$ cat src/hdl/pn3_fade.sv
// Four-stage fade curve 6t^5-15t^4+10t^3 with rounding after every product.
module pn3_fade
#(
    parameter int FRAC_BITS = 16
)
(
    input  logic                       clk,
    input  logic                       en,
    input  logic [FRAC_BITS-1:0]       t,
    output logic signed [FRAC_BITS+4:0] w
);

    localparam int AW = FRAC_BITS + 5;
    localparam int PW = 2 * AW;
    localparam logic signed [AW-1:0] FIFTEEN = AW'(15) <<< FRAC_BITS;
    localparam logic signed [AW-1:0] TEN     = AW'(10) <<< FRAC_BITS;
    localparam logic signed [PW-1:0] HALF    = PW'(1) <<< (FRAC_BITS - 1);

    logic signed [AW-1:0] t_in;
    logic signed [AW-1:0] t1_reg, a1_reg;
    logic signed [AW-1:0] t2x_reg, b2_reg, sq2_reg;
    logic signed [AW-1:0] c3_reg, cu3_reg;
    logic signed [AW-1:0] w4_reg;
    logic signed [PW-1:0] p_ta, p_tt, p_cu, p_w;

    assign t_in = $signed({5'b0, t});

    always_comb
    begin
        p_ta = PW'(t1_reg) * PW'(a1_reg);
        p_tt = PW'(t1_reg) * PW'(t1_reg);
        p_cu = PW'(sq2_reg) * PW'(t2x_reg);
        p_w  = PW'(cu3_reg) * PW'(c3_reg);
    end

    always_ff @(posedge clk)
    begin
        if (en)
        begin
            t1_reg  <= t_in;
            a1_reg  <= (t_in <<< 2) + (t_in <<< 1) - FIFTEEN;
            t2x_reg <= t1_reg;
            b2_reg  <= AW'((p_ta + HALF) >>> FRAC_BITS);
            sq2_reg <= AW'((p_tt + HALF) >>> FRAC_BITS);
            c3_reg  <= b2_reg + TEN;
            cu3_reg <= AW'((p_cu + HALF) >>> FRAC_BITS);
            w4_reg  <= AW'((p_w + HALF) >>> FRAC_BITS);
        end
    end

    assign w = w4_reg;

endmodule

$ cat config.mk
export PLATFORM = sky130hd
export DESIGN_NAME = pn3_fade
export DESIGN_NICKNAME = d
export VERILOG_FILES = /design/src/hdl/pn3_fade.sv
export SDC_FILE = /design/constraint.sdc
export NUM_CORES = 2
export LEC_CHECK = 0
export ABC_AREA = 1
export BUFFER_PORTS_ARGS = -buffer_cell sky130_fd_sc_hd__buf_4
export CORE_UTILIZATION = 50
export CTS_BUF_LIST = sky130_fd_sc_hd__clkbuf_8
export DETAILED_ROUTE_END_ITERATION = 10
export PLACE_DENSITY = 0.78
export SLEW_MARGIN = 5
export SYNTH_ARGS = -nofsm -noshare
export SYNTH_HDL_FRONTEND = slang
export SYNTH_SLANG_ARGS = --single-unit
export TNS_END_PERCENT = 1
$ cat constraint.sdc
create_clock -name clk -period 5.6 [get_ports clk]
set_input_delay 0.28 -clock clk [delete_from_list [all_inputs] [get_ports clk]]
set_output_delay 0.28 -clock clk [all_outputs]
set_load 0.05 [all_outputs]
* Word-level counts from Yosys, hierarchy flattened
Index checks and enable logic that the tools add are counted.
** Storage, ports and cells
- Memories kept :: 0
- Bits in latches :: 0
- Bits in writable memories :: 0
- Flip-flop bits (word level) :: 154
- Bits in read-only memories :: 0
- Output and inout port bits :: 21
** Cells by class
- Shift-type cells :: 0
- Magnitude comparators :: 0
- $mul :: 4
- Bitwise operators :: 0
- Muxes and demuxes :: 0
- Add/sub/neg operators :: 7
- Reduce and logical (&&, ||, !) cells :: 0
- Div/mod/pow operators :: 0
- Equal/unequal tests :: 0
** Operators with widths (number)
- $add A37 B17 Y37 const B :: 3
- $mul A17 B21 Y37 :: 1
- $mul A21 B21 Y37 :: 1
- $add A32 B16 Y33 const B :: 1
- $mul A17 B16 Y33 :: 1
- $mul A16 B16 Y32 :: 1
- $add A21 B21 Y21 const B :: 1
- $sub A19 B20 Y21 const B :: 1
- $add A18 B17 Y19 :: 1

* Logic depth before layout (Yosys ltp)
- Word-level depth :: 2
- Gate-level depth with buffers :: 33

* Least setup slack after synthesis
OpenSTA, ideal clock, no wires.
- Path kind :: register to register
- Start :: register sq2_reg[7]
- End :: register cu3_reg[11], data pin
- Path buffers :: 2
- Cell stages (with the launch flop) :: 31
- Setup slack :: -0.592 ns
- Setup time :: 0.258 ns
- Arrival time :: 5.935 ns
- Clock period less this slack :: 6.192 ns
- Data required time :: 5.342 ns
- Cell sequence :: edfxtp_1 -> clkbuf_1 -> clkbuf_1 -> nand2_1 -> fa_1 -> inv_1 -> fa_1 -> inv_1 -> fa_1 -> inv_1 -> fa_1 -> fa_1 -> inv_1 -> fa_1 -> inv_1 -> ha_1 -> nand2_1 -> nand2_1 -> o21bai_1 -> a21oi_1 -> nand2_2 -> nand2_1 -> nand2_1 -> inv_1 -> ha_1 -> nand3_2 -> nor2_4 -> nand2_2 -> nor2_4 -> nand2_2 -> xnor2_2
** Between the ends
- Word-level cells in the longest chain between the ends :: 2
** RTL lines
- from (decl) :: RTL line 21 : logic signed [AW-1:0] t2x_reg, b2_reg, sq2_reg;
- from (signal assigned) :: RTL line 44 : sq2_reg <= AW'((p_tt + HALF) >>> FRAC_BITS);
- $mul A17 B16 Y33 :: RTL line 32 : p_cu = PW'(sq2_reg) * PW'(t2x_reg);
- $add A37 B17 Y37 :: RTL line 46 : cu3_reg <= AW'((p_cu + HALF) >>> FRAC_BITS);
- to (signal assigned) :: RTL line 46
- to (decl) :: RTL line 22 : logic signed [AW-1:0] c3_reg, cu3_reg;
Every way passes these cells.
A chain may end at the register's enable or synchronous reset.

* Worst setup path after layout
- Start :: register cu3_reg[11]
- End :: register w4_reg[14] (netlist: w[14]), data pin
** Between the ends
- Word-level cells in the longest chain between the ends :: 2
** RTL lines
- $mul A21 B21 Y37 :: RTL line 33 : p_w = PW'(cu3_reg) * PW'(c3_reg);
- $add A37 B17 Y37 :: RTL line 47 : w4_reg <= AW'((p_w + HALF) >>> FRAC_BITS);
- to (signal assigned) :: RTL line 47
- to (decl) :: RTL line 23 : logic signed [AW-1:0] w4_reg;
Every way passes these cells.

==> summary.md <==
| Metric | Value |
|---|---|
| Slew of the pin with the lowest slew margin | `approximately 1.0 ns` |
| Initial antenna violation count | `1` |
| Area of the core | `93,700 µm²` |
| WP data arrival | `6.44 ns` |
| Fin Setup TNS | `-16.82 ns` |
| Syn avg cell area | `a little over 8 µm²` |
| Ys flop type | `edfxtp_1` |
| Slew Limit Fails | `0` |
| Sequential cell area fraction in the yosys report | `under 10%` |
| Yosys cell types | `44` |
| All-layer global routing usage | `around a quarter` |
| Failing checks | `setup timing` |
| Crit-path slowest cell | `fa_1` |
| Total detailed-routing wirelength | `around 120,000 µm` |
| Detailed-route via count | `roughly 38k` |
| Crit path max-delay family | `adder cells` |
| Layout Skew | `0.0229 ns` |
| Max_cap viols | `0` |
| Critical path fanouts, max | `12` |
| Top cell type's share of synthesized area | `between 40% and 50%` |
| Min cycle time layout | `about 6 ns` |
| Row cnt | `around 110` |
| Post-Place Setup Slack | `-0.496 ns` |
| FMAX | `164 MHz` |
| Tcrit/Tclk final | `109%` |
| Final ANT Viol Nets | `0` |
| Post-Syn Instances | `approximately 5.8k` |
| Number of flops mapped to enable cells by yosys | `~150` |
| Reg-to-Reg Start | `cu3_reg[11]` |
| Synth area leader | `fa_1` |
| Crit path top cell by count | `fa_1` |
| Outcome | `complete, but fails checks` |
| Clk sink count | `147` |
| Layout cells sized above 1 | `15.6%` |
| Number of nets in the layout | `roughly 7.8k` |
| Synthesized area | `47,500 µm²` |
| Layout area overhead | `16.5%` |
| Number of global-route vias before repair | `roughly 41k` |
| Flops & latches, synth | `between 100 and 150` |
| DR iter-0 viols | `between 2k and 2.5k` |
| I/O pin cnt | `39` |
| Critical Path RT | `5.93 ns` |
| Worst skew pair latency | `~0.58 ns` |
| Crit Path Category | `reg -> reg` |
| Slew headroom | `between 30% and 40%` |
| Post-Syn Nets | `around 7.3k` |
| Critical path startpoint | `cu3_reg[11]` |
| Root buffer cell | `clkbuf_8` |
| Worst hold path type | `in -> reg` |
| Initial Utilization | `between 50% and 60%` |
| Slowest cell delay on critical path | `0.54 ns` |
| Clk slew on worst S/H paths | `0.10 ns` |
| Die area | `96,300 µm²` |
| CP startpoint kind | `flip-flop` |
| Drt via density | `about 5` |
| DIE WIDTH | `just over 300 µm` |
| Global-route wire length before repair | `between 150,000 and 200,000 µm` |
| Clock H-tree levels | `4` |
| Hold Vio Cnt, Final | `0` |
| Die height | `approximately 310 µm` |
| Maximum clock insertion buffer count | `2` |
| Cell Chain, Critical Path | `buf_4 > buf_6 > nand2_1 > fa_1 > inv_1 > fa_1 > inv_1 > fa_1 > fa_1 > fa_1 > inv_1 > fa_1 > fa_1 > ha_4 > nand2_1 > buf_4 > nor2_2 > inv_1 > nor2_2 > nand3_1 > nand3_2 > a31oi_1 > xnor2_1` |
| Top cells by area, synth | `fa_1 (41%), inv_1 (14%), ha_1 (14%)` |
| Global route overflow | `0` |
| Initial DRT Pass Iterations | `6` |
| Asr flop ratio synth | `0%` |
| # setup viols final | `68` |
| Buffers & Inverters on Critical Path | `7` |
| PortBufs | `38` |
| Crit. End Element | `flip-flop` |
| Flop2flop setup slack | `-0.51 ns` |
| Largest net degree at the start of global routing | `81` |
| GPL Wtd Cong | `~0.94` |
| TritonCTS clock tree | `yes` |
| Ys Warns | `0` |
| Fillers | `~8k` |
| Number of remaining DRC errors | `0` |
| Wire per inst | `around 15 µm` |
| Post-route setup slack | `-0.511 ns` |
| Total CTS buffers | `17` |
| Min-delay src | `en` |
| RSZ-0062 raised after global routing | `yes` |
| DP HPWL | `about 100,000 µm` |
cell usage after synthesis (2+ instances only):
master	instances
inv_1	1811
nand2_1	1407
fa_1	971
ha_1	516
clkbuf_1	211
a21oi_1	155
nor2_1	150
edfxtp_1	147
nand3_1	70
o21ai_0	70
xor2_1	69
xnor2_1	36
nand4_1	27
nor3_1	20
a31oi_1	19
or2_2	18
o21bai_1	17
nand2_2	13
buf_1	9
o21a_1	9
a21boi_0	7
a21o_1	7
nand3b_1	6
nor2_2	6
o21ai_1	6
a211oi_1	4
and2_1	4
buf_2	4
nor2_4	4
nor4_1	4
o221ai_1	4
a221oi_1	3
o211ai_1	3
and3_1	2
nand3_2	2
o2111ai_1	2
layout by cell type (no fill, tap or decap), types with 7 or more instances in the layout:
cell | synthesis | routed
inv_1 | 1811 | 1794
nand2_1 | 1407 | 1368
fa_1 | 971 | 960
buf_4 | 0 | 636
ha_1 | 516 | 489
edfxtp_1 | 147 | 147
nor2_1 | 150 | 114
a21oi_1 | 155 | 109
xor2_1 | 69 | 67
nand3_1 | 70 | 67
nand2_2 | 13 | 47
o21ai_0 | 70 | 46
a21oi_2 | 0 | 42
buf_6 | 0 | 37
xnor2_1 | 36 | 35
nor2_2 | 6 | 34
nand4_1 | 27 | 27
ha_4 | 0 | 26
o21ai_1 | 6 | 21
inv_2 | 1 | 18
or2_2 | 18 | 18
clkbuf_8 | 0 | 17
dlygate4sd3_1 | 0 | 16
nor3_1 | 20 | 13
o21bai_1 | 17 | 13
a31oi_1 | 19 | 13
buf_12 | 0 | 13
nor2_4 | 4 | 12
fa_2 | 0 | 11
o21a_1 | 9 | 9
o21ai_2 | 0 | 9
nor3_2 | 1 | 7
logic make-up (layout without fill, tap and decap cells):
kind of cell	Yosys count	in the layout	synth area share [%]
other	0	1	0
buffers and inverters	2036	2546	16.1
adder cells (fa/ha/maj)	1487	1487	54.5
AND/OR/NAND/NOR	1737	1737	14.6
flip-flops	147	147	9.29
XOR/XNOR	106	106	1.97
AO/OA/AOI/OAI	308	308	3.62
per-stage QoR:
stage                     area, µm²  hold slack [ns]  util [%]  instances
final                         55400            0.210      59.1       7586
after global routing          55400            0.230      59.1       7586
after CTS                     54900            0.200      58.5       7574
after detailed placement      53300            0.405      56.9       7495
after global placement        53300            0.401      56.9       7495
after floorplan               47900            0.379         -       5821
area by class of cell:
cell class / instances / area, µm² / share of cell area, %
Antenna cell: 1 / 2.50 / 0.00452
Tap cell: 1254 / 1570 / 2.83
Inverter: 1812 / 6800 / 12.3
Multi-Input combinational cell: 3638 / 36500 / 66.0
Clock buffer: 17 / 234 / 0.423
Clock inverter: 15 / 209 / 0.377
Sequential cell: 147 / 4410 / 7.97
Timing Repair Buffer: 702 / 5610 / 10.1
worst paths after layout:
check	to	cells after the start
worst max-delay path	w[14]	23
worst min-delay path	a1_reg[17]	1
worst min register to register	c3_reg[7]	0
worst max register to register	w[14]	23
metal layers:
| metal | track usage (%) | wire, µm |
|---|---|---|
| met3 | 2.86 | 6100 |
| met4 | 8.40 | 3770 |
| met1 | 31.2 | 47000 |
| met2 | 45.5 | 58300 |
| met5 | 0 | 0 |
repair_timing:
action / CTS / global route
endpoints found under the hold margin: 17 / 0
resized for setup: 168 / 120
hold buffers: 16 / 0
setup buffers: 31 / 12
endpoints found under the setup margin: 75 / 77
pin swaps: 50 / 44
Power is left out: the tool's default activity adds up to more than one toggle a clock period on the data nets, which glitch-free logic cannot reach.
