<file path="src/hdl/pn3_pkg.sv">
// Shared 3D gradient noise constants: permutation ROM, gradient codes, output limits.
package pn3_pkg;

    localparam int PERM_ENTRIES = 256;
    localparam int CELL_BITS    = 8;

    // Gradient selection codes
    localparam logic [3:0] GRAD_U_LIMIT = 4'd8;
    localparam logic [3:0] GRAD_V_LIMIT = 4'd4;
    localparam logic [3:0] GRAD_XY_POS  = 4'd12;
    localparam logic [3:0] GRAD_XY_NEG  = 4'd13;

    // Output saturation limits (18-bit signed)
    localparam int OUT_BITS = 18;
    localparam int OUT_MAX  = 131071;
    localparam int OUT_MIN  = -131072;

    localparam logic [7:0] PERM_ROM [PERM_ENTRIES] = '{
        8'd151, 8'd160, 8'd137, 8'd91,  8'd90,  8'd15,  8'd131, 8'd13,  8'd201, 8'd95,
        8'd96,  8'd53,  8'd194, 8'd233, 8'd7,   8'd225, 8'd140, 8'd36,  8'd103, 8'd30,
        8'd69,  8'd142, 8'd8,   8'd99,  8'd37,  8'd240, 8'd21,  8'd10,  8'd23,  8'd190,
        8'd6,   8'd148, 8'd247, 8'd120, 8'd234, 8'd75,  8'd0,   8'd26,  8'd197, 8'd62,
        8'd94,  8'd252, 8'd219, 8'd203, 8'd117, 8'd35,  8'd11,  8'd32,  8'd57,  8'd177,
        8'd33,  8'd88,  8'd237, 8'd149, 8'd56,  8'd87,  8'd174, 8'd20,  8'd125, 8'd136,
        8'd171, 8'd168, 8'd68,  8'd175, 8'd74,  8'd165, 8'd71,  8'd134, 8'd139, 8'd48,
        8'd27,  8'd166, 8'd77,  8'd146, 8'd158, 8'd231, 8'd83,  8'd111, 8'd229, 8'd122,
        8'd60,  8'd211, 8'd133, 8'd230, 8'd220, 8'd105, 8'd92,  8'd41,  8'd55,  8'd46,
        8'd245, 8'd40,  8'd244, 8'd102, 8'd143, 8'd54,  8'd65,  8'd25,  8'd63,  8'd161,
        8'd1,   8'd216, 8'd80,  8'd73,  8'd209, 8'd76,  8'd132, 8'd187, 8'd208, 8'd89,
        8'd18,  8'd169, 8'd200, 8'd196, 8'd135, 8'd130, 8'd116, 8'd188, 8'd159, 8'd86,
        8'd164, 8'd100, 8'd109, 8'd198, 8'd173, 8'd186, 8'd3,   8'd64,  8'd52,  8'd217,
        8'd226, 8'd250, 8'd124, 8'd123, 8'd5,   8'd202, 8'd38,  8'd147, 8'd118, 8'd126,
        8'd255, 8'd82,  8'd85,  8'd212, 8'd207, 8'd206, 8'd59,  8'd227, 8'd47,  8'd16,
        8'd58,  8'd17,  8'd182, 8'd189, 8'd28,  8'd42,  8'd223, 8'd183, 8'd170, 8'd213,
        8'd119, 8'd248, 8'd152, 8'd2,   8'd44,  8'd154, 8'd163, 8'd70,  8'd221, 8'd153,
        8'd101, 8'd155, 8'd167, 8'd43,  8'd172, 8'd9,   8'd129, 8'd22,  8'd39,  8'd253,
        8'd19,  8'd98,  8'd108, 8'd110, 8'd79,  8'd113, 8'd224, 8'd232, 8'd178, 8'd185,
        8'd112, 8'd104, 8'd218, 8'd246, 8'd97,  8'd228, 8'd251, 8'd34,  8'd242, 8'd193,
        8'd238, 8'd210, 8'd144, 8'd12,  8'd191, 8'd179, 8'd162, 8'd241, 8'd81,  8'd51,
        8'd145, 8'd235, 8'd249, 8'd14,  8'd239, 8'd107, 8'd49,  8'd192, 8'd214, 8'd31,
        8'd181, 8'd199, 8'd106, 8'd157, 8'd184, 8'd84,  8'd204, 8'd176, 8'd115, 8'd121,
        8'd50,  8'd45,  8'd127, 8'd4,   8'd150, 8'd254, 8'd138, 8'd236, 8'd205, 8'd93,
        8'd222, 8'd114, 8'd67,  8'd29,  8'd24,  8'd72,  8'd243, 8'd141, 8'd128, 8'd195,
        8'd78,  8'd66,  8'd215, 8'd61,  8'd156, 8'd180
    };

endpackage

</file>
<file path="src/hdl/pn3_grad.sv">
// One corner gradient: signed sum of two corner offsets picked by the hash code, registered.
module pn3_grad
#(
    parameter int FRAC_BITS = 16
)
(
    input  logic                        clk,
    input  logic                        en,
    input  logic [3:0]                  code,
    input  logic signed [FRAC_BITS+1:0] ox,
    input  logic signed [FRAC_BITS+1:0] oy,
    input  logic signed [FRAC_BITS+1:0] oz,
    output logic signed [FRAC_BITS+4:0] grad
);

    localparam int VW = FRAC_BITS + 5;

    logic                 xy_pair;
    logic signed [VW-1:0] u, v, su, sv;
    logic signed [VW-1:0] grad_reg;

    always_comb
    begin
        xy_pair = (code == pn3_pkg::GRAD_XY_POS) || (code == pn3_pkg::GRAD_XY_NEG);
        u  = (code < pn3_pkg::GRAD_U_LIMIT || xy_pair) ? VW'(ox) : VW'(oy);
        v  = (code < pn3_pkg::GRAD_V_LIMIT || xy_pair) ? VW'(oy) : VW'(oz);
        su = code[0] ? -u : u;
        sv = code[1] ? -v : v;
    end

    always_ff @(posedge clk)
    begin
        if (en)
        begin
            grad_reg <= su + sv;
        end
    end

    assign grad = grad_reg;

endmodule

</file>
<file path="config.mk">
export PLATFORM = sky130hd
export DESIGN_NAME = pn3_grad
export DESIGN_NICKNAME = d
export VERILOG_FILES = /design/src/hdl/pn3_pkg.sv /design/src/hdl/pn3_grad.sv
export SDC_FILE = /design/constraint.sdc
export NUM_CORES = 1
export LEC_CHECK = 0
export ABC_AREA = 1
export BUFFER_PORTS_ARGS = -buffer_cell sky130_fd_sc_hd__clkbuf_2
export CAP_MARGIN = 20
export CORE_MARGIN = 4
export CORE_UTILIZATION = 61
export CTS_BUF_LIST = sky130_fd_sc_hd__clkbuf_8
export DETAILED_ROUTE_END_ITERATION = 8
export PLACE_DENSITY = 0.9
export SLEW_MARGIN = 20
export SYNTH_ARGS = -nofsm -noshare
export SYNTH_HDL_FRONTEND = slang
export SYNTH_SLANG_ARGS = --single-unit
</file>
<file path="constraint.sdc">
create_clock -name clk -period 7.27 [get_ports clk]
set_input_delay 1.0905 -clock clk [delete_from_list [all_inputs] [get_ports clk]]
set_output_delay 1.0905 -clock clk [all_outputs]
set_load 0.03 [all_outputs]
</file>
**Word level (Yosys, flattened, before mapping)**

Cells that the tools add are included.
W data, S select, Z words.

- Add/sub/neg operators: 3
- $mul: 0
- Divide/modulo/power cells: 0
- Magnitude comparators: 2
- Eq/ne operators: 2
- Shift-type cells: 0
- Multiplexer cells: 4
- Bitwise operators: 0
- Reductions and logical operators: 3

Operators by type and width:

| cell | count |
|---|---|
| $mux W21 | 4 |
| $neg A21 Y21 | 2 |
| $add A21 B21 Y21 | 1 |
| $eq A4 B4 Y1 const B | 2 |
| $lt A4 B3 Y1 const B | 1 |
| $lt A4 B4 Y1 const B | 1 |
| $logic_or A1 B1 Y1 | 3 |

- Flip-flop bits (word level): 21
- Bits in latches: 0
- Memory bits (writable): 0
- Bits in read-only memories: 0
- Input port bits: 60
- Memories: 0

**Logic depth before layout (Yosys ltp)**

- Depth in word-level cells: 7
- Depth in mapped cells: 27

**Least setup slack after synthesis**

No wires, ideal clock.

- Kind: input to register
- From: input port code[1]
- To: register grad_reg[17], in the netlist grad[17] (data pin)
- Arrival time: 3.878 ns
- Path slack: 3.140 ns
- Stages on the path: 22
- Cells stage by stage: buf_6 clkinv_4 nand3_4 nand2_8 buf_12 nand2_4 o21ai_4 ha_1 nand3_1 o31ai_1 xor2_1 inv_1 ha_1 a21oi_1 a21boi_0 o21ai_0 a31oi_1 o21bai_1 nand2_1 nand2_1 nand2_1 nand2_1

- Cells in the longest elaborated chain, start to end: 7
- Elaborated cells on any way between the ends: 14

Ends and longest elaborated chain:

| element | line | text |
|---|---|---|
| start, declared | pn3_grad.sv:9 | `input logic [3:0] code,` |
| parallel branches: the longest is 6 deep, another holds $neg A21 Y21 | -- |  |
| $add A21 B21 Y21 (*) | pn3_grad.sv:35 | `grad_reg <= su + sv;` |
| end signal, assigned | pn3_grad.sv:35 |  |
| end, declared | pn3_grad.sv:20 | `logic signed [VW-1:0] grad_reg;` |

Mark *: on every way between the ends.
A chain may end at the register's enable or synchronous reset.

**Final worst setup path**

Ends and elaborated chain as after synthesis.

==> results.toml <==
[status]
status = "complete, no violations"

[setup_path]
crit_type = "in -> reg"
arrival_ns = 4.92
crit_required_ns = 7.29
critPathCaptureType = "flop"
slowest_delay_ns = 0.48
cp_max_fo = 22
cpMostUsedCell = "nand2_1"
crit_chain = "clkbuf_2 -> clkinv_4 -> a21oi_4 -> nand2_1 -> o21ai_0 -> ha_1 -> nand3_2 -> o31ai_1 -> xor2_1 -> inv_1 -> ha_1 -> a21oi_1 -> a21boi_0 -> o21ai_0 -> a31oi_1 -> o21bai_1 -> nand2_1 -> nand2_1 -> nand2_1 -> nand2_1"
worst_path_max_delay_cell = "a21oi_4"
start_kind = "input port"

[layout]
largest_reg_flops = 21
antennaDiodeCount = 0
syn2layout_area_growth_pct = 13.8
drive_above_1_share_pct = 24.5
final_nets = 638
finalNonFillerCells = 624

[power]
power_uw = 768
max-vdd-ir-drop_mv = 0.122
power_density_mw_per_mm2 = 206
p_leak_uw = 0.00198

[yosys]
synth_flop_cell = "edfxtp_1"
ys_types = 42
synth.yosys.seq_area_share_pct = 19.3
synth_edf_count = 21
async_reset_ff_share_pct = 0
avgSynthCellArea_sq_um = 6.85
synth.ff_latch_count = 21
yosysWarningCount = 0
synth_fp_nets = 561
synth_area_sq_mm = 0.00328
syn_inst = 478

[place]
dp.cells = 620
portBuffers = 80
hpwl_um = 6270
place.gp.congestion = 0.909

[routing]
firstDrtPassIters = 5
routedWlPerCell_um = 11.5
final_antenna_net_count = 0
vias = 3224
drt_iter0_drc = 237
drt-total-wl_um = 7200
post_drt_via_cell_ratio = 5.17
route.detailed.drc = 0

[clock_tree]
post_cts.repair.setup_buffers = 0
clock-sinks = 21
htree_levels = 1
cts_tree = "built"
cts-resized-gates = 0
cts_buffer_depth = 2
cts_made_buffers = 3
cts_hold_buffers = 0
root_buffer = "clkbuf_8"
path_clk_slew_ns = 0.07

[floorplanning]
fp.dieW_um = 81.3
start_util_pct = 63.3
core-area_sq_mm = 0.00517
die_h_um = 81.3
die_area_sq_mm = 0.00661
row_count = 26
io_pins = 81

[sta]
drv_slew = 0
worst_pin_slew_ns = 0.647
fin_crit_sh_pct = 67.5
rsz0062_at_grt = "false"
tns_ns = 0
setup_violations = 0
hold_viol_final = 0
fmax_mhz = 204
layout_min_cycle_time_ns = 4.91
relSlewSlack_pct = 56.4

[global_routing]
overflow = 0
antenna_found_initial = 0
grt_pass1_vias = 2954
grt_max_degree = 28
grt_usage_pct = 22.6
grt_pass1_wl_um = 12100

[run]
max_cap_violations = 0

[hold_path]
hold_path.class = "in -> reg"
worstHoldPathCells = 4
min-delay-start = "oz[0]"
hold_end = "grad[0]"
-- per-stage QoR --
step | util (%) | hold WS (ns) | area [sq um] | setup WS [ns]
final | 72.1 | 1.28 | 3730 | 2.36
after global routing | 72.1 | 1.31 | 3730 | 1.97
after CTS | 72.1 | 1.28 | 3730 | 2.45
after detailed placement | 71.2 | 1.54 | 3680 | 2.19
after global placement | 71.2 | 1.55 | 3680 | 2.41
after floorplan | - | 1.20 | 3280 | 3.14
-- area by class of cell --
cell class / count / area [sq um]
timing repair buffer: 80 / 400
multi-input combinational: 371 / 2270
clock inverter: 1 / 3.75
inverter: 78 / 299
clock buffer: 3 / 41.3
tap: 70 / 87.6
sequential: 21 / 631
fill: 403 / 1440
-- layer usage --
layer / GRT usage [%] / wire length, um / vias to the layer above
li1: - / - / 1698
met1: 28.1 / 3210 / 1397
met2: 40.0 / 3430 / 111
met3: 2.22 / 401 / 18
met4: 8.61 / 151 / 0
met5: 0 / 0 / -
-- how the worst max path moves through the flow --
stage	start	endpoint	slack, ns	cells after the start
2_1_floorplan	code[1]	grad[17]	3.14	22
3_5_place_dp	code[1]	grad[17]	2.19	20
3_3_place_gp	code[1]	grad[14]	2.41	14
4_1_cts	code[1]	grad[17]	2.45	20
6_report	code[1]	grad[17]	2.36	20
5_1_grt	code[1]	grad[17]	1.97	22
-- report_power, final --
part | internal [uW] | switching (uW)
Sequential | 195 | 8.60
Clock | 37.6 | 34.3
Combinational | 172 | 320
-- cells by family (layout without fill, tap and decap cells) --
group,Yosys count,in the layout,share of synthesized area (%)
xor gates and xnor gates,47,47,12.6
adders and majority gates,23,23,9.01
DFF,21,21,19.3
and+or+nand+nor,219,219,31.6
AOI/OAI and AO/OA,82,82,16.0
buffers and inverters,86,162,11.6
-- placed cells by master, fill, tap and decap left out, types with 6 or more instances in the layout --
cell      synthesis  layout
a21oi_1          26      26
a31oi_1           7       7
clkbuf_2          0      80
edfxtp_1         21      21
ha_1             22      22
inv_1            71      72
nand2_1         125     125
nand2_2          11      11
nand3_1          24      24
nand3_2           6       6
nor2_1           33      33
o21ai_0          21      21
o21ai_2          12      12
xnor2_1          20      20
xor2_1           27      27
-- critical path: cells and delay by family --
kind	cells	cell delay, ns
xor+xnor	1	0.17
compound gates	8	1.96
simple gates	6	0.48
fa+ha+maj	2	0.63
buf+inv	3	0.56
-- Yosys cell counts (all sizes together) (3+ instances only) --
cell,number,area share [%]
ha,22,8.4
nor2,40,5.6
a21oi,28,4.7
nand3,31,6.0
clkinv,3,0.53
edfxtp,21,19
a31oi,7,1.3
o21bai,3,0.69
xnor2,20,5.3
nand4,3,0.57
inv,75,8.6
nand2,141,19
buf,6,2.2
o21ai,38,7.9
xor2,27,7.2
No activity file was read; power rests on OpenSTA's default activity.
