===== src/hdl/pn3_lerp.sv =====
// One registered interpolation step: lo + round(w * (hi - lo)).
module pn3_lerp
#(
    parameter int FRAC_BITS = 16
)
(
    input  logic                        clk,
    input  logic                        en,
    input  logic signed [FRAC_BITS+4:0] w,
    input  logic signed [FRAC_BITS+4:0] lo,
    input  logic signed [FRAC_BITS+4:0] hi,
    output logic signed [FRAC_BITS+4:0] res
);

    localparam int VW = FRAC_BITS + 5;
    localparam int DW = VW + 1;
    localparam int PW = DW + VW;
    localparam logic signed [PW-1:0] HALF = PW'(1) <<< (FRAC_BITS - 1);

    logic signed [DW-1:0] diff;
    logic signed [PW-1:0] prod;
    logic signed [VW-1:0] res_reg;

    always_comb
    begin
        diff = DW'(hi) - DW'(lo);
        prod = PW'(w) * PW'(diff);
    end

    always_ff @(posedge clk)
    begin
        if (en)
        begin
            res_reg <= lo + VW'((prod + HALF) >>> FRAC_BITS);
        end
    end

    assign res = res_reg;

endmodule


===== config.mk =====
export PLATFORM = sky130hd
export DESIGN_NAME = pn3_lerp
export DESIGN_NICKNAME = d
export VERILOG_FILES = /design/src/hdl/pn3_lerp.sv
export SDC_FILE = /design/constraint.sdc
export NUM_CORES = 1
export LEC_CHECK = 0
export ABC_CLOCK_PERIOD_IN_PS = 10650
export BUFFER_PORTS_ARGS = -buffer_cell sky130_fd_sc_hd__buf_4
export CAP_MARGIN = 20
export CORE_ASPECT_RATIO = 1.5
export CORE_MARGIN = 2
export CORE_UTILIZATION = 40
export DETAILED_ROUTE_END_ITERATION = 6
export GPL_TIMING_DRIVEN = 0
export PLACE_DENSITY_LB_ADDON = 0.08
export SLEW_MARGIN = 20
export SYNTH_ARGS = -nofsm -noshare
export SYNTH_HDL_FRONTEND = slang
export SYNTH_SLANG_ARGS = --single-unit

===== constraint.sdc =====
create_clock -name clk -period 10.65 [get_ports clk]
set_input_delay 0 -clock clk [delete_from_list [all_inputs] [get_ports clk]]
set_output_delay 0 -clock clk [all_outputs]
set_load 0.03 [all_outputs]

Word level (Yosys, flattened, before mapping)
Index checks and enable logic that the tools add are counted.
{"block": "classes", "shift": 0, "order_cmp": 0, "mux": 0, "add_sub_neg": 3, "n_reduce_logical": 0, "div_mod_pow": 0, "n_eq_ne": 0, "n_bitwise": 0, "n_mul": 1}
{"operator": "adder 37 x 17 -> 37 bit (second input constant)", "n": 1}
{"operator": "multiplier 21 x 22 -> 37 bit", "n": 1}
{"operator": "subtractor 21 x 21 -> 22 bit", "n": 1}
{"operator": "adder 21 bit", "n": 1}
{"block": "word_totals", "mem_count": 0, "ram_bits": 0, "mem_bits_ro": 0, "in_bits": 65, "register_bits": 21, "latchBits": 0, "word_cells": 5, "output_inout_bits": 21}

Logic depth before layout (Yosys ltp)
Gate-level depths: netlist of run 1.
{"block": "depth", "depth_word": 4, "depth_mapped": 45, "ltp_nobuf": 44}

Worst setup path before layout of run 1
No wires, ideal clock.
{"block": "synth_path", "kind": "input -> register", "from": "input hi[0]", "to": "register res_reg[20] (netlist: res[20]) (data pin)", "path_stages": 43, "n_path_buf": 0, "t_arrival_ps": 9239, "setup_slack_ps": 1143, "setup_time_ps": 268, "required_ps": 10382, "path_cell_list": "inv_1 -> ha_1 -> fa_1 -> nor2b_1 -> o31a_1 -> o211a_4 -> o22ai_4 -> o21ai_0 -> o21ai_0 -> a21oi_1 -> xor2_1 -> and2_1 -> fa_1 -> fa_1 -> inv_1 -> fa_1 -> inv_1 -> fa_1 -> (+7 left out) -> a21o_1 -> nor2_1 -> nor2_1 -> o21a_1 -> a311o_1 -> a21oi_1 -> o21bai_1 -> a21oi_1 -> o21ai_0 -> xor2_1 -> ha_1 -> a21o_1 -> a21oi_1 -> nor2_1 -> a21oi_1 -> o31a_1 -> a21oi_1 -> xnor3_1"}
{"block": "synth_between", "elab_chain_cells": 4}
{"element": "start, declared", "line_no": "11", "text": "input logic signed [FRAC_BITS+4:0] hi,"}
{"element": "subtractor 21 x 21 -> 22 bit", "line_no": "26", "text": "diff = DW'(hi) - DW'(lo);"}
{"element": "multiplier 21 x 22 -> 37 bit", "line_no": "27", "text": "prod = PW'(w) * PW'(diff);"}
{"element": "adder 37 x 17 -> 37 bit", "line_no": "34", "text": "res_reg <= lo + VW'((prod + HALF) >>> FRAC_BITS);"}
{"element": "adder 21 bit", "line_no": "34"}
{"element": "end signal, assigned", "line_no": "34"}
{"element": "end, declared", "line_no": "22", "text": "logic signed [VW-1:0] res_reg;"}
No other way between the ends.
A chain may end at the register's enable or synchronous reset.

Worst setup path in the final report of run 1
{"block": "layout_path", "from": "input lo[0]", "to": "register res_reg[20] (netlist: res[20]) (data pin)"}
{"block": "layout_between", "elab_chain_cells": 4}
{"element": "start, declared", "line_no": "10", "text": "input logic signed [FRAC_BITS+4:0] lo,"}
{"element": "subtractor 21 x 21 -> 22 bit", "line_no": "26"}
{"element": "multiplier 21 x 22 -> 37 bit", "line_no": "27"}
{"element": "adder 37 x 17 -> 37 bit", "line_no": "34"}
{"element": "adder 21 bit (*)", "line_no": "34"}
Every way passes the cells marked *; elsewhere a longest branch is shown, timed or not.

==> results of run 1 <==
-- critical path, delay by kind of cell --
family | cells | cell delay (ns)
fa+ha+maj | 11 | 4.95
compound gates | 15 | 3.42
xor+xnor | 3 | 0.76
buf+inv | 6 | 0.56
simple gates | 5 | 0.56
-- routing by layer --
metal	up-vias	wire length [um]	track usage, %
met4	0	2960	10.4
met3	83	1250	1.18
met2	245	29800	47.7
met5	-	0	0
li1	5945	-	-
met1	6836	17700	25.0
-- cells by family (layout without fill, tap and decap cells) --
group	after synthesis	after routing	synth area share (%)
muxes	2	2	0.113
AOI/OAI and AO/OA	138	138	5.38
xor gates and xnor gates	73	73	3.94
and+or+nand+nor	561	561	15.9
DFF	21	21	3.57
adders and majority gates	564	564	57.8
buffers and inverters	626	719	13.3
-- placed cells by master, fill, tap and decap left out, types with 10 or more instances in the layout --
master    instances
clkbuf_1         60
ha_1            143
clkbuf_2         15
xnor2_1          44
nand2b_1         21
a21o_1           19
fa_1            420
o21ai_0          18
and2_1          184
nand2_1         239
inv_1           544
buf_4            90
nor2_1           40
nor2b_1          32
nand3_1          10
xor2_1           12
a21oi_1          30
edfxtp_1         21
-- final cells by class --
cell class                 instances  area share (%)
sequential                        21            3.24
clock buffer                       4           0.406
tap                              576            3.71
buffer                            80            1.78
inverter                         544            10.5
timing repair buffer              91            3.53
multi-input combinational       1338            76.8
-- per-stage QoR --
stage | hold slack, ns | util [%] | setup WS [ns]
after floorplan | 0.112 | - | 1.14
after global placement | 0.338 | 43.5 | -1.37
after detailed placement | 0.337 | 43.5 | -1.21
after CTS | 0.0639 | 44.0 | 0.00665
after global routing | 0.0686 | 44.4 | -0.0164
final | 0.0631 | 44.4 | 0.378
-- repair_timing --
item                       in CTS  in global routing
hold buffers                    0                  0
setup endpoints to repair       9                  7
setup buffers                   0                  6
pin swaps                       0                  7
gates resized for setup        24                 60
-- worst max path at each step --
stage	from	to	slack [ns]	depth (start not counted)
after global placement	lo[0]	res[20]	-1.37	44
final	lo[0]	res[20]	0.38	40
after global routing	lo[0]	res[20]	-0.02	40
after CTS	lo[0]	res[20]	0.007	42
after floorplan	hi[0]	res[20]	1.14	43
after detailed placement	lo[1]	res[20]	-1.21	44
==> metrics.sh, run 1 <==
DP.CELLS=2646
GRT_START_MAX_NET_PINS=22
FINAL_CELL_COUNT_NO_FILL=2654
CTS_NUM_SINKS=21
MOST_COMMON_CELL_ON_CRIT_PATH='fa_1'
WL_UM=51700
TIMING.HOLD.WORST.START='lo[0]'
NUMBER_OF_ANTENNA_REPAIR_DIODES=0
TRITONCTS='built'
FINAL_NON_FILLER_CELL_AREA_UM2=19400
FINAL_ANTENNA_NET_COUNT=0
REPORT.FINAL.SETUP_VIOL=0
CRIT_PATH_MAX_INCR_DELAY_NS=0.63
LAYOUT.AREA.SEQ_UM2=631
FILLCELLCOUNT=4489
POST_ROUTE_CELLS_DRIVE_ABOVE_1_SHARE_PCT=7.65
HOLDCRITPATHCLASS='in2reg'
TIMING.HOLD.WORST_ENDPOINT='res[0]'
SYN_AREA_UM2=17700
BOUNDARYPINS=86
MAX_FREQ_MHz=97.4
CRITICAL_PATH_PEAK_FANOUT=10
MAXCAPVIOLCOUNT=0
CRITICAL_PATH_CLASS='in2reg'
PLACED_CELL_AREA_UM2=19000
SYNTH_SEQ_AREA_SHARE_PCT=3.57
AREA_USED_BY_MULTI_INPUT_COMBINATIONAL_LOGIC_UM2=14900
DRT_DRC_VIOLATIONS_LEFT=0
FLOORPLAN.DIE.WIDTH_UM=176
DESIGN.CORE.AREA_UM2=43800
REGISTER_BIT_COUNT_REPORTED_BY_YOSYS=21
LAYOUT_WORST_PATH_CYCLE_SHARE_PCT=96.5
SYNTH.TOP_CELL.AREA_SHARE_PCT=47.7
TIMING.SETUP.TNS_NS=0
WORST_SETUP_HOLD_PATH_CLK_SLEW_NS=0.06
START_UTIL_PCT=40.4
CRIT_ARRIVAL_NS=10.27
CTS_INSERTED_BUFFERS=3
SYN2LAYOUT_AREA_GROWTH_PCT=10.0
SYNTH_CELLS=1985
IO_BUFFER_COUNT=84
DRT_PASS1_ITERATIONS=5
WIRE_LENGTH_OF_THE_FIRST_GLOBAL_ROUTING_PASS_UM=81200
DRT-INITIAL-DRC-COUNT=560
SYNTHESIS.NETS=2614
ROUTED-VIA-COUNT=13109
NUMBER_OF_FLOPS_MAPPED_TO_ENABLE_CELLS_BY_YOSYS=21
GLOBAL_ROUTE.USAGE.TOTAL_PCT=23.6
DIE_AREA_UM2=45900
AVGROUTEDWIREPERCELL_UM=19.5
SYNTHTOPCELLSBYAREA='fa_1 48%, inv_1 12%, ha_1 10%, and2_1 6.5%, nand2_1 5.1%'
WHS_PATH_DEPTH=2
STATUS='complete, no violations'
CP.REQUIRED_NS=10.65
POST_SYNTH_NUM_CELL_TYPES=57
CLOCK-ROOT-BUFFER='clkbuf_16'
GLOBALROUTEOVERFLOWTOTAL=0
SLOWEST_CELL_ON_THE_CRITICAL_PATH='fa_2'
GRT_PASS1_VIAS=14647
MOST_FREQUENT_CELLS_AFTER_SYNTHESIS='544 x inv_1, 421 x fa_1, 240 x nand2_1, 184 x and2_1, 143 x ha_1'
WORSTMARGINPINSLEW_NS=0.784
WORST_SETUP_PATH_END_KIND='flop'
CRITICAL_PATH.STARTPOINT_TYPE='input pin'
MIN_PERIOD_NS=10.27
YS_ASYNC_SR_FRACTION_PCT=0
AVGVIACOUNTPERCELL=4.94
HOLD_VIOL_FINAL=0
YOSYSWARNINGS=0
TIMING.SLEW.HEADROOM_PCT=47.7
FINALMAXSLEWVIOLATIONS=0
CLOCK_TREE.BUFFER_DEPTH=2
DPL_HPWL_UM=47100
FLIP_FLOP_COUNT_OF_THE_LARGEST_REGISTER_AFTER_LAYOUT=21
NUMBER_OF_ANTENNA_VIOLATIONS_AT_THE_FIRST_CHECK_IN_GLOBAL_ROUTING=0
YOSYSMOSTFREQUENTCELL='inv_1'
FINAL_NETS=2708
SYNTH.LARGEST_AREA_CELL='fa_1'
NUM_ROWS=94
PLACER_CONGESTION=0.884
AVGSYNTHCELLAREA_UM2=8.90
DIE_Y_UM=261
SYNTH_FLOP_CELL='edfxtp_1'
HTREE_NUM_LEVELS=1
Power of run 1 is left out: the tool's default activity adds up to more than one toggle a clock period on the data nets, which glitch-free logic cannot reach.
==> inputs of run 2 (changes only) <==
--- a/config.mk
+++ b/config.mk
@@ -14,2 +14,3 @@
 export DETAILED_ROUTE_END_ITERATION = 6
+export GPL_ROUTABILITY_DRIVEN = 0
 export GPL_TIMING_DRIVEN = 0
==> constraint.sdc (replaced) <==
create_clock -name clk -period 10.65 [get_ports clk]
set_input_delay 1.5975 -clock clk [delete_from_list [all_inputs] [get_ports clk]]
set_output_delay 1.5975 -clock clk [all_outputs]
set_load 0.03 [all_outputs]
==> run 2 against run 1 <==
First-iteration DRC count up 2.9%. Sequential share of layout area fell by 0.23 points. Critical path depth grew 2. Global-route usage grew 0.69 points. Die area did not move. The flow now finishes with violations (setup timing). Routed wire length increased by 3.7%. Flip-flop and latch count stayed put. Critical endpoint unchanged. Cell count rose by 2.3%.
==> metrics.sh, run 2 (same netlist as run 1, synthesis figures left out) <==
START_UTIL_PCT=40.4  # unchanged
DIE_AREA_UM2=45900  # unchanged
GLOBALROUTEOVERFLOWTOTAL=0  # unchanged
PRE_CTS_WS_NS=-2.60  # -1.40 ns
DRT_DRC_VIOLATIONS_LEFT=0  # unchanged
WIRE_LENGTH_OF_THE_FIRST_GLOBAL_ROUTING_PASS_UM=83300  # +2.6%
FINAL_ANTENNA_NET_COUNT=0  # unchanged
MIN_PERIOD_NS=10.99  # +0.721 ns
LAYOUT_WORST_PATH_CYCLE_SHARE_PCT=103  # +6.8 points
BOUNDARYPINS=86  # unchanged
DP.CELLS=2645  # -0.038%
TIMING.HOLD.WORST.START='lo[0]'
FLIP_FLOP_COUNT_OF_THE_LARGEST_REGISTER_AFTER_LAYOUT=21  # unchanged
SYN2LAYOUT_AREA_GROWTH_PCT=18.3
SLOWEST_CELL_ON_THE_CRITICAL_PATH='fa_1'
DRT_PASS1_ITERATIONS=5  # unchanged
STATUS='finished with violations'
TIMING.SLEW.HEADROOM_PCT=48.6  # +0.84 points
CP.REQUIRED_NS=10.65  # about the same
CLOCK-ROOT-BUFFER='clkbuf_16'
CTS_NUM_SINKS=21  # unchanged
HOLDCRITPATHCLASS='in2reg'
LAYOUT_COMMONEST_CELL='inv_1'
CTSHOLDBUFFERS=0  # unchanged
FLOORPLAN.DIE.WIDTH_UM=176  # unchanged
FINAL_NON_FILLER_CELL_AREA_UM2=20900  # +7.5%
CRITICAL_PATH_PEAK_FANOUT=8  # -2
WHS_PATH_DEPTH=2  # unchanged
REPORT.FINAL.SETUP_VIOL=7  # +7
HOLD_VIOL_FINAL=0  # unchanged
ROUTED-VIA-COUNT=13452  # +2.6%
IO_BUFFER_COUNT=84  # unchanged
GRT_START_MAX_NET_PINS=22  # unchanged
FINALMAXSLEWVIOLATIONS=0  # unchanged
WORSTMARGINPINSLEW_NS=0.772  # -0.0126 ns
MOST_COMMON_CELL_ON_CRIT_PATH='fa_1'
CRITICAL_PATH.STARTPOINT_TYPE='input pin'
DIE_Y_UM=261  # unchanged
WL_UM=53600  # +3.7%
DPL_HPWL_UM=46600  # -0.92%
PLACED_CELL_AREA_UM2=19100  # +0.33%
GRT_SETUP_UNREPAIRED='true'
GLOBAL_ROUTE.USAGE.TOTAL_PCT=24.3  # +0.69 points
FAILED_CHECKS='setup timing'
MAX_FREQ_MHz=91.0  # -6.6%
COMMONEST_NON_FILL_NON_TAP_CELLS_IN_THE_LAYOUT='535 x inv_1, 407 x fa_1, 239 x nand2_1'
TIMING.HOLD.WORST_ENDPOINT='res[0]'
POST_ROUTE_CELLS_DRIVE_ABOVE_1_SHARE_PCT=15.3  # +7.6 points
DRT-INITIAL-DRC-COUNT=576  # +2.9%
WORST_SETUP_PATH_END_KIND='flop'
TRITONCTS='built'
HTREE_NUM_LEVELS=1  # unchanged
DESIGN.CORE.AREA_UM2=43800  # unchanged
NUM_ROWS=94  # unchanged
GRT_PASS1_VIAS=14858  # +1.4%
CTS_INSERTED_BUFFERS=3  # unchanged
CRIT_ARRIVAL_NS=10.99  # +0.72 ns
CRITICAL_PATH_CLASS='in2reg'
AVGVIACOUNTPERCELL=4.95  # +0.31%
FILLCELLCOUNT=4343  # -3.3%
CLOCK_TREE.BUFFER_DEPTH=2  # unchanged
MAXCAPVIOLCOUNT=0  # unchanged
WORST_SETUP_HOLD_PATH_CLK_SLEW_NS=0.06  # about the same
CRIT_PATH_MAX_INCR_DELAY_NS=0.61  # -0.02 ns
FINAL_CELL_COUNT_NO_FILL=2715  # +2.3%
FINAL_NETS=2768  # +2.2%
AVGROUTEDWIREPERCELL_UM=19.7  # +1.4%
LAYOUT_SETUP_WS_NS=-0.343  # -0.721 ns
NUMBER_OF_ANTENNA_VIOLATIONS_AT_THE_FIRST_CHECK_IN_GLOBAL_ROUTING=1  # +1
[run 2: cell type report]
class | count | area, um^2 | area share (%)
buffer | 81 | 574 | 2.75
antenna | 1 | 2.50 | 0.0120
multi-input combinational | 1338 | 15600 | 74.8
sequential | 21 | 631 | 3.02
clock buffer | 4 | 78.8 | 0.377
inverter | 544 | 2050 | 9.81
tap | 576 | 721 | 3.45
timing repair buffer | 150 | 1200 | 5.77
[run 2: critical path: cells and delay by family]
family          cells  cell delay, ns
fa+ha+maj          11            4.43
compound gates     17            3.37
buf+inv             6            0.59
xor+xnor            3            0.55
simple gates        5            0.43
[run 2: layer usage]
layer  vias up  track usage [%]  wire [um]
met5         -                0          0
met4         0             12.3       3650
met3       114             1.66       1310
met2       260             47.9      30100
met1      7008             25.8      18500
li1       6070                -          -
[run 2: what timing repair did]
| item | in CTS | in global routing |
|---|---|---|
| buffers inserted | 52 | 14 |
| pin swaps | 82 | 36 |
| cloned | 0 | 0 |
| gates resized for setup | 211 | 49 |
| endpoints found under the setup margin | 20 | 12 |
[run 2: how the worst max path moves through the flow]
| stage | from | to | slack, ns | cells after the start |
|---|---|---|---|---|
| 2_1_floorplan | hi[0] | res[20] | 0.0003 | 43 |
| 3_3_place_gp | lo[1] | res[20] | -2.58 | 44 |
| 3_5_place_dp | lo[1] | res[20] | -2.60 | 44 |
| 4_1_cts | hi[0] | res[20] | -0.34 | 44 |
| 5_1_grt | hi[0] | res[20] | -0.78 | 45 |
| 6_report | hi[0] | res[20] | -0.34 | 42 |
[run 2: stage by stage]
stage	util, %	hold slack, ns	setup TNS, ns
6_report	47.8	1.65	-1.66
3_3_place_gp	43.7	1.94	-33.65
5_1_grt	47.8	1.65	-5.19
2_1_floorplan	-	1.71	0
3_5_place_dp	43.7	1.93	-33.90
4_1_cts	47.0	1.65	-1.34
Power of run 2 is left out for the same reason.
